## src/rtl/apdu_fr_pkg.sv

```systemverilog
package apdu_fr_pkg;

  localparam int MAX_BEATS  = 7;
  localparam int LEN_W      = 17;
  localparam int BEAT_CNT_W = 3;

  // Register indexes of the configuration port
  localparam logic CFG_PROTOCOL_T1     = 1'b0;
  localparam logic CFG_BUFFER_CAPACITY = 1'b1;

  localparam logic [LEN_W-1:0] CAPACITY_RESET = 17'd65544;

  // Case type codes
  localparam logic [2:0] CASE1    = 3'd0;
  localparam logic [2:0] CASE2S   = 3'd1;
  localparam logic [2:0] CASE2E   = 3'd2;
  localparam logic [2:0] CASE3S   = 3'd3;
  localparam logic [2:0] CASE3E   = 3'd4;
  localparam logic [2:0] CASE4S   = 3'd5;
  localparam logic [2:0] CASE4E   = 3'd6;
  localparam logic [2:0] CASE_BAD = 3'd7;

  // Item kind carried on the input tuser
  localparam logic MODE_HEADER = 1'b0;
  localparam logic MODE_DATA   = 1'b1;

  typedef enum logic [1:0] {
    ST_OK       = 2'd0,
    ST_BAD_CASE = 2'd1,
    ST_OVERFLOW = 2'd2,
    ST_T0_LC    = 2'd3
  } status_t;

  typedef enum logic [1:0] {
    PH_IDLE   = 2'd0,
    PH_DATA   = 2'd1,
    PH_SUFFIX = 2'd2
  } phase_t;

  typedef struct packed {
    logic        mode;
    logic [2:0]  case_type;
    logic [7:0]  class_byte;
    logic [7:0]  instruction_byte;
    logic [7:0]  param_one;
    logic [7:0]  param_two;
    logic [15:0] command_length;
    logic [15:0] expected_length;
    logic [7:0]  data_byte;
  } item_t;

  // One burst of result beats produced by one input item
  typedef struct packed {
    logic [MAX_BEATS-1:0][7:0] bytes;
    logic [BEAT_CNT_W-1:0]     count;
    logic                      last;
    status_t                   status;
    logic [LEN_W-1:0]          length;
  } burst_t;

endpackage

```

## src/rtl/apdu_fr_core.sv

```systemverilog
module apdu_fr_core
  import apdu_fr_pkg::*;
(
  input  logic             clk,
  input  logic             rst,
  input  logic             take,
  input  item_t            item,
  input  logic             protocol_t1,
  input  logic [LEN_W-1:0] buffer_capacity,
  output burst_t           burst
);

  phase_t           phase, phase_next;
  logic [15:0]      data_remaining, data_remaining_next;
  logic [2:0]       held_case;
  logic [15:0]      held_expected;
  logic [LEN_W-1:0] held_length;
  logic             held_t1;
  logic             latch_header;

  logic [LEN_W-1:0] hdr_len;
  status_t          hdr_status;
  logic [16:0]      lc_ext;
  logic             hdr_suffix;
  logic             held_suffix;
  logic [15:0]      rem_dec;

  assign lc_ext      = {1'b0, item.command_length};
  assign held_suffix = held_t1 && (held_case == CASE4S || held_case == CASE4E);
  assign rem_dec     = data_remaining - 16'd1;

  // Frame length and header checks
  always_comb begin
    case (item.case_type)
      CASE1:   hdr_len = protocol_t1 ? 17'd4 : 17'd5;
      CASE2S:  hdr_len = 17'd5;
      CASE2E:  hdr_len = protocol_t1 ? 17'd7 : 17'd5;
      CASE3S:  hdr_len = lc_ext + 17'd5;
      CASE3E:  hdr_len = lc_ext + (protocol_t1 ? 17'd7 : 17'd5);
      CASE4S:  hdr_len = lc_ext + (protocol_t1 ? 17'd6 : 17'd5);
      CASE4E:  hdr_len = lc_ext + (protocol_t1 ? 17'd9 : 17'd5);
      default: hdr_len = '0;
    endcase
    hdr_suffix = protocol_t1 && (item.case_type == CASE4S || item.case_type == CASE4E);
    if (item.case_type == CASE_BAD) begin
      hdr_status = ST_BAD_CASE;
    end else if (hdr_len > buffer_capacity) begin
      hdr_status = ST_OVERFLOW;
    end else if (!protocol_t1 && (item.case_type == CASE3E || item.case_type == CASE4E)
                 && item.command_length[15:8] != 8'd0) begin
      hdr_status = ST_T0_LC;
    end else begin
      hdr_status = ST_OK;
    end
  end

  // Burst build and next state
  always_comb begin
    burst               = '0;
    phase_next          = phase;
    data_remaining_next = data_remaining;
    latch_header        = 1'b0;
    burst.length        = held_length;
    burst.status        = ST_OK;
    if (item.mode == MODE_HEADER) begin
      phase_next   = PH_IDLE;
      burst.length = hdr_len;
      burst.status = hdr_status;
      if (hdr_status != ST_OK) begin
        burst.count = 3'd1;
        burst.last  = 1'b1;
      end else begin
        latch_header   = 1'b1;
        burst.bytes[0] = item.class_byte;
        burst.bytes[1] = item.instruction_byte;
        burst.bytes[2] = item.param_one;
        burst.bytes[3] = item.param_two;
        burst.count    = 3'd5;
        case (item.case_type)
          CASE1: begin
            if (protocol_t1) burst.count = 3'd4;
          end
          CASE2S: burst.bytes[4] = item.expected_length[7:0];
          CASE2E: begin
            if (protocol_t1) begin
              burst.bytes[5] = item.expected_length[15:8];
              burst.bytes[6] = item.expected_length[7:0];
              burst.count    = 3'd7;
            end else begin
              burst.bytes[4] = item.expected_length[7:0];
            end
          end
          CASE3E, CASE4E: begin
            if (protocol_t1) begin
              burst.bytes[5] = item.command_length[15:8];
              burst.bytes[6] = item.command_length[7:0];
              burst.count    = 3'd7;
            end else begin
              burst.bytes[4] = item.command_length[7:0];
            end
          end
          default: burst.bytes[4] = item.command_length[7:0];
        endcase
        data_remaining_next = (item.case_type inside {[CASE3S:CASE4E]})
                              ? item.command_length : 16'd0;
        if (data_remaining_next != 16'd0) begin
          phase_next = PH_DATA;
        end else if (hdr_suffix) begin
          phase_next = PH_SUFFIX;
        end else begin
          burst.last = 1'b1;
        end
      end
    end else begin
      case (phase)
        PH_DATA: begin
          data_remaining_next = rem_dec;
          burst.bytes[0]      = item.data_byte;
          burst.count         = 3'd1;
          if (rem_dec == 16'd0) begin
            phase_next = PH_IDLE;
            burst.last = 1'b1;
            if (held_suffix) begin
              if (held_case == CASE4E) begin
                burst.bytes[1] = held_expected[15:8];
                burst.bytes[2] = held_expected[7:0];
                burst.count    = 3'd3;
              end else begin
                burst.bytes[1] = held_expected[7:0];
                burst.count    = 3'd2;
              end
            end
          end
        end
        PH_SUFFIX: begin
          phase_next = PH_IDLE;
          burst.last = 1'b1;
          if (held_case == CASE4E) begin
            burst.bytes[0] = held_expected[15:8];
            burst.bytes[1] = held_expected[7:0];
            burst.count    = 3'd2;
          end else begin
            burst.bytes[0] = held_expected[7:0];
            burst.count    = 3'd1;
          end
        end
        default: phase_next = PH_IDLE;
      endcase
    end
  end

  always_ff @(posedge clk) begin
    if (rst) begin
      phase          <= PH_IDLE;
      data_remaining <= '0;
      held_case      <= '0;
      held_expected  <= '0;
      held_length    <= '0;
      held_t1        <= 1'b0;
    end else if (take) begin
      phase          <= phase_next;
      data_remaining <= data_remaining_next;
      if (latch_header) begin
        held_case     <= item.case_type;
        held_expected <= item.expected_length;
        held_length   <= hdr_len;
        held_t1       <= protocol_t1;
      end
    end
  end

`ifndef SYNTHESIS
  a_data_nonzero: assert property (@(posedge clk) disable iff (rst)
    (phase == PH_DATA) |-> (data_remaining != 16'd0))
    else $error("data phase with no bytes remaining");

  a_suffix_t1: assert property (@(posedge clk) disable iff (rst)
    (phase == PH_SUFFIX) |-> held_suffix)
    else $error("suffix phase for a frame without suffix");
`endif

endmodule

```

## src/rtl/apdu_fr_burst.sv

```systemverilog
module apdu_fr_burst
  import apdu_fr_pkg::*;
(
  input  logic   clk,
  input  logic   rst,
  input  logic   load,
  input  burst_t burst_in,
  output logic   ready,
  input  logic   pop,
  output logic   valid,
  output logic   [7:0] out_byte,
  output logic   last,
  output status_t status,
  output logic   [LEN_W-1:0] length
);

  logic [MAX_BEATS-1:0][7:0] bytes;
  logic [BEAT_CNT_W-1:0]     count;
  logic                      burst_last;

  assign valid    = (count != '0);
  assign ready    = (count == '0) || (count == BEAT_CNT_W'(1) && pop);
  assign out_byte = bytes[0];
  assign last     = burst_last && (count == BEAT_CNT_W'(1));

  always_ff @(posedge clk) begin
    if (rst) begin
      count <= '0;
    end else if (load) begin
      count <= burst_in.count;
    end else if (pop && valid) begin
      count <= count - BEAT_CNT_W'(1);
    end
  end

  // Payload: load a fresh burst or shift the next beat to the front
  always_ff @(posedge clk) begin
    if (load) begin
      bytes      <= burst_in.bytes;
      burst_last <= burst_in.last;
      status     <= burst_in.status;
      length     <= burst_in.length;
    end else if (pop && valid) begin
      bytes <= {8'h00, bytes[MAX_BEATS-1:1]};
    end
  end

`ifndef SYNTHESIS
  a_count_range: assert property (@(posedge clk) disable iff (rst)
    count <= BEAT_CNT_W'(MAX_BEATS))
    else $error("burst count out of range");

  a_length_hold: assert property (@(posedge clk) disable iff (rst)
    (count > BEAT_CNT_W'(1) && pop) |=> $stable(length))
    else $error("frame length changed inside a burst");
`endif

endmodule

```

## src/rtl/apdu_command_framer.sv

```systemverilog
// Command APDU framer. A header beat (s_tuser = 0) carries CLA, INS, P1, P2,
// the case type, Lc and Le; the block computes the frame length, checks it
// against buffer_capacity and emits the header bytes plus the Lc or Le
// prefix as a burst of up to seven output beats. Data beats (s_tuser = 1)
// then pass one Lc data byte each. On T=1, a frame that carries both command
// data and an expected length sends its Le suffix after the last data byte
// (or on the next data beat when Lc is 0). Every
// output beat carries the frame length and a status; a rejected header
// yields one beat with tlast set and a nonzero status. Throughput: a data
// beat that yields one byte flows at one beat per clock while m_tready is
// high; an item yielding N output beats occupies the output burst register
// until all N have left, which sets the input stall. An accepted beat passes
// through the input register, then the burst register. A header beat always
// abandons an unfinished frame. Write protocol_t1 and buffer_capacity only
// while the block is idle; protocol_t1 is latched per frame at its header.
module apdu_command_framer
  import apdu_fr_pkg::*;
(
  input  logic        clk,
  input  logic        rst,
  // configuration write port
  input  logic        cfg_we,
  input  logic        cfg_addr,
  input  logic [16:0] cfg_data,
  // input stream
  input  logic        s_tvalid,
  output logic        s_tready,
  // case_type[2:0], class_byte[10:3], instruction_byte[18:11], param_one[26:19],
  // param_two[34:27], command_length[50:35], expected_length[66:51],
  // data_byte[74:67], zero fill[79:75]
  input  logic [79:0] s_tdata,
  // mode[0]
  input  logic        s_tuser,
  // output stream
  output logic        m_tvalid,
  input  logic        m_tready,
  // out_byte[7:0], frame_length[24:8], zero fill[31:25]
  output logic [31:0] m_tdata,
  // status[1:0]
  output logic [1:0]  m_tuser,
  output logic        m_tlast
);

  logic             protocol_t1;
  logic [LEN_W-1:0] buffer_capacity;

  logic             in_valid;
  item_t            in_item;
  logic             take;
  logic             burst_ready;
  burst_t           burst;
  logic [7:0]       out_byte;
  status_t          out_status;
  logic [LEN_W-1:0] out_length;

  // Configuration registers
  always_ff @(posedge clk) begin
    if (rst) begin
      protocol_t1     <= 1'b0;
      buffer_capacity <= CAPACITY_RESET;
    end else if (cfg_we) begin
      case (cfg_addr)
        CFG_PROTOCOL_T1:     protocol_t1     <= cfg_data[0];
        CFG_BUFFER_CAPACITY: buffer_capacity <= cfg_data;
        default: ;
      endcase
    end
  end

  // Input register: advance into the burst stage once the burst register
  // will be free, so while m_tready is high a fresh data beat lands every cycle.
  assign take     = in_valid && burst_ready;
  assign s_tready = !in_valid || take;

  always_ff @(posedge clk) begin
    if (rst) begin
      in_valid <= 1'b0;
    end else if (s_tready) begin
      in_valid <= s_tvalid;
    end
  end

  always_ff @(posedge clk) begin
    if (s_tready && s_tvalid) begin
      in_item.mode             <= s_tuser;
      in_item.case_type        <= s_tdata[2:0];
      in_item.class_byte       <= s_tdata[10:3];
      in_item.instruction_byte <= s_tdata[18:11];
      in_item.param_one        <= s_tdata[26:19];
      in_item.param_two        <= s_tdata[34:27];
      in_item.command_length   <= s_tdata[50:35];
      in_item.expected_length  <= s_tdata[66:51];
      in_item.data_byte        <= s_tdata[74:67];
    end
  end

  apdu_fr_core u_core (
    .clk             (clk),
    .rst             (rst),
    .take            (take),
    .item            (in_item),
    .protocol_t1     (protocol_t1),
    .buffer_capacity (buffer_capacity),
    .burst           (burst)
  );

  apdu_fr_burst u_burst (
    .clk      (clk),
    .rst      (rst),
    .load     (take),
    .burst_in (burst),
    .ready    (burst_ready),
    .pop      (m_tready),
    .valid    (m_tvalid),
    .out_byte (out_byte),
    .last     (m_tlast),
    .status   (out_status),
    .length   (out_length)
  );

  assign m_tdata = {7'd0, out_length, out_byte};
  assign m_tuser = out_status;

`ifndef SYNTHESIS
  a_error_last: assert property (@(posedge clk) disable iff (rst)
    (m_tvalid && m_tuser != ST_OK) |-> m_tlast)
    else $error("error beat without tlast");
`endif

endmodule
```

## config.mk

```make
export PLATFORM = sky130hd
export DESIGN_NAME = apdu_command_framer
export DESIGN_NICKNAME = d
export VERILOG_FILES = /design/src/rtl/apdu_fr_pkg.sv /design/src/rtl/apdu_fr_core.sv /design/src/rtl/apdu_fr_burst.sv /design/src/rtl/apdu_command_framer.sv
export SDC_FILE = /design/constraint.sdc
export NUM_CORES = 1
export LEC_CHECK = 0
export ABC_CLOCK_PERIOD_IN_PS = 12200
export BUFFER_PORTS_ARGS = -buffer_cell sky130_fd_sc_hd__buf_4
export CORE_ASPECT_RATIO = 1.75
export CORE_MARGIN = 2
export CORE_UTILIZATION = 30
export CTS_BUF_LIST = sky130_fd_sc_hd__clkbuf_16
export CTS_CLUSTER_DIAMETER = 100
export CTS_CLUSTER_SIZE = 14
export DETAILED_ROUTE_END_ITERATION = 8
export MAX_ROUTING_LAYER = met4
export PLACE_DENSITY_LB_ADDON = 0.05
export SLEW_MARGIN = 0
export SYNTH_ARGS = -nofsm -noshare
export SYNTH_HDL_FRONTEND = slang
export SYNTH_SLANG_ARGS = --single-unit
export TNS_END_PERCENT = 50
```

## constraint.sdc

```tcl
create_clock -name clk -period 12.2 [get_ports clk]
set_input_delay 3.66 -clock clk [delete_from_list [all_inputs] [get_ports clk]]
set_output_delay 3.66 -clock clk [all_outputs]
set_load 0.02 [all_outputs]
```

==> key figures <==
Status
  – Status: finished, final reports clean

Power and ir drop
  – Switching Power: 0.875 mW
  – Leakage power: 4.80 nW
  – Register share of total power: 45.7%
  – Power Total: 2.55 mW
  – Combinational share of power: 30.5%
  – Peak VDD IR: 0.0000948 V
  – Switching share of power: 34.4%
  – Power density over the cells: 196 mW/mm²
  – Int Pwr: 1.67 mW
  – Clk network pwr share: 23.8%

Placement
  – Port Buffer Count: 128
  – Gpl congestion: 0.836
  – Hpwl dp: 26.3 mm

Logic synthesis
  – Syn Area/Cell: 10.1 µm²
  – Number of synthesized flops with an enable pin: 152
  – Cell Area, Synth: 0.0111 mm²
  – Post-synth cell types: 74
  – Ys flop type: edfxtp_1
  – Synthesized instance count: 1,098
  – Fraction of registers with async set/reset: 0%
  – Synth warn: 0
  – Seq/Total Area, Yosys: 54.9%
  – Synth Register Bits: 229

Run
  – Max-Cap Viols: 0

Routing
  – Drt first pass iters: 5
  – WL final: 36.6 mm
  – Vias/cell: 5.14
  – Wirelength per Cell: 21.9 µm
  – Final antenna-violating net count: 0
  – Vias: 8,590
  – DRC Markers: 0
  – Initial drt markers: 539

Timing
  – Least-Margin Pin Slew: 1.12 ns
  – Sum of negative setup slack: 0 ns
  – Fin crit share: 65.5%
  – Relative slew slack: 25.2%
  – Maximum clock frequency: 0.125 GHz
  – RSZ-0062 raised after global routing: no
  – Count of final setup violators: 0
  – Slew Limit Fails: 0
  – Final hold vios: 0
  – Fin crit period: 7.99 ns
  – Clock skew: 0.0263 ns

Worst setup path
  – Crit path kind: input pin to output port
  – Crit end category: output port
  – Startpoint types: input pin
  – Crit-path max FO: 4
  – Critical Path Source: m_tready
  – FF-to-FF End: u_burst.bytes[47]
  – Cells on worst reg2reg path: 18
  – FF-to-FF setup slack: 5.15 ns
  – Worst endpoint required time: 8.54 ns
  – Crit Reg-Reg Startpoint: protocol_t1
  – Crit path arrival time: 4.33 ns

Min path
  – Worst hold stages: 2
  – Hold Path End: buffer_capacity[14]
  – Tightest Hold Check Type: flop to flop
  – Hold path start: buffer_capacity[14]

Clock tree
  – Cts hold-fix bufs: 0
  – Clk_lat worst skew: 0.53 ns
  – Deepest clock path buffer count: 3
  – Worst-path clk slew: 0.06 ns
  – Cts repair resizes: 0
  – CTS tree: built
  – CTS Buf Count: 20
  – Clock root cell: clkbuf_16
  – Setup bufs post-CTS: 0
  – Depth of the CTS H-tree: 1
  – TritonCTS Sinks: 229

GRT
  – Total gr overflow: 0
  – Total GRT Usage: 19.2%
  – Global-route wire length before repair: 54.1 mm
  – Number of global-route vias before repair: 8,560
  – Initial antenna violation count: 0
  – Largest net degree at the start of global routing: 79

Floorplanning
  – Core Footprint: 0.0367 mm²
  – I/O pins: 141
  – Initial Utilization: 30.4%
  – Die Wd: 150 µm
  – Die H: 259 µm
  – Die footprint: 0.0387 mm²
  – Site Rows: 93

Final layout
  – Final #Nets: 1,315
  – Fill cells: 3,786
  – Layout cells sized above 1: 16.7%
  – N_diodes: 0
  – P&R area growth vs syn: 17.0%
[cells in the mapped netlist (13+ instances only)]
cell,n,area share [%]
a21oi_1,82,3.7
clkbuf_1,55,1.9
and2_1,13,0.73
nand3_1,14,0.63
a22o_1,33,2.6
dfxtp_1,77,14
ha_1,29,3.3
nand2_1,223,7.5
inv_1,45,1.5
nor2_1,70,2.4
a22oi_1,17,1.1
nand4_1,13,0.73
edfxtp_1,152,41
o21ai_0,39,1.8
xor2_1,13,1.0
a222oi_1,16,1.4
buf_4,15,1.0
[worst max-delay path by stage]
stage / to / slack [ns] / cells after the start
finish: s_tready / 4.21 / 4
detailed placement: s_tready / 4.16 / 4
floorplan: s_tready / 4.27 / 2
global placement: s_tready / 4.17 / 4
global route: s_tready / 4.10 / 4
CTS: s_tready / 4.17 / 4
[routing by layer]
layer	wire [µm]	vias up	global-route usage [%]
met4	1470	0	7.88
met1	13300	4209	19.8
met3	1120	62	1.69
met2	20700	180	36.6
met5	0	-	-
li1	-	4139	-
[placed cells by master, fill, tap and decap left out, types with 10 or more instances in the layout]
| cell | instances |
|---|---|
| nand2_1 | 223 |
| edfxtp_1 | 152 |
| buf_4 | 145 |
| a21oi_1 | 82 |
| dfxtp_1 | 77 |
| nor2_1 | 70 |
| inv_1 | 59 |
| o21ai_0 | 39 |
| a22o_1 | 33 |
| ha_1 | 29 |
| clkbuf_16 | 21 |
| a22oi_1 | 17 |
| a222oi_1 | 16 |
| nand3_1 | 13 |
| xor2_1 | 13 |
| nand4_1 | 13 |
| and2_1 | 12 |
| nor3_1 | 11 |
| a211oi_1 | 11 |
| a221oi_1 | 10 |
[cell type report]
| class | count | area [µm²] | share of cell area, % |
|---|---|---|---|
| clock buffers | 21 | 526 | 4.04 |
| clock inverters | 15 | 63.8 | 0.490 |
| inverters | 45 | 169 | 1.30 |
| multi-input cells | 740 | 4470 | 34.3 |
| flip-flops and latches | 229 | 6110 | 46.9 |
| well taps | 475 | 594 | 4.57 |
| repair buffers | 145 | 1090 | 8.36 |
[worst max-delay path, cell delays in order]
cell	delay, ns
buf_4	0.10
a21oi_1	0.06
o21ai_0	0.30
buf_4	0.21
[sequential cells by signal, indices dropped and copies added (netlist names), 2 cells and up]
name and cells:
in_item 76, u_burst.count 3, u_core.held_length 17, u_core.phase 2, u_core.held_case 3, u_core.held_expected 16
u_burst.length 17, u_core.data_remaining 16, u_burst.out_byte 8, buffer_capacity 17, u_burst.status 2, u_burst.bytes 48
[cell families after synthesis]
group	share of synthesized area [%]
compound gates	17.9
mux	0.382
fa+ha+maj	3.53
other cells	0.0337
xor+xnor	1.73
simple gates	16.2
flops	54.9
buf+inv	5.29
[power by group through the flow]
stage,logic [mW],registers (mW),clock network (mW)
floorplan,0.538,1.15,0
global placement,0.788,1.18,0
detailed placement,0.793,1.18,0
CTS,0.796,1.17,0.635
global route,0.856,1.18,0.653
finish,0.777,1.16,0.607
[stage by stage]
stage / hold slack, ns / setup WS, ns / utilization (%) / instances / cell area (µm²)
2_1_floorplan: 0.434 / 4.27 / - / 1104 / 11100
3_3_place_gp: 0.439 / 4.17 / 33.9 / 1634 / 12400
3_5_place_dp: 0.447 / 4.16 / 33.9 / 1634 / 12400
4_1_cts: 0.457 / 4.17 / 35.5 / 1670 / 13000
5_1_grt: 0.471 / 4.10 / 35.5 / 1670 / 13000
6_report: 0.455 / 4.21 / 35.5 / 1670 / 13000
(Power assumes the default switching activity.)
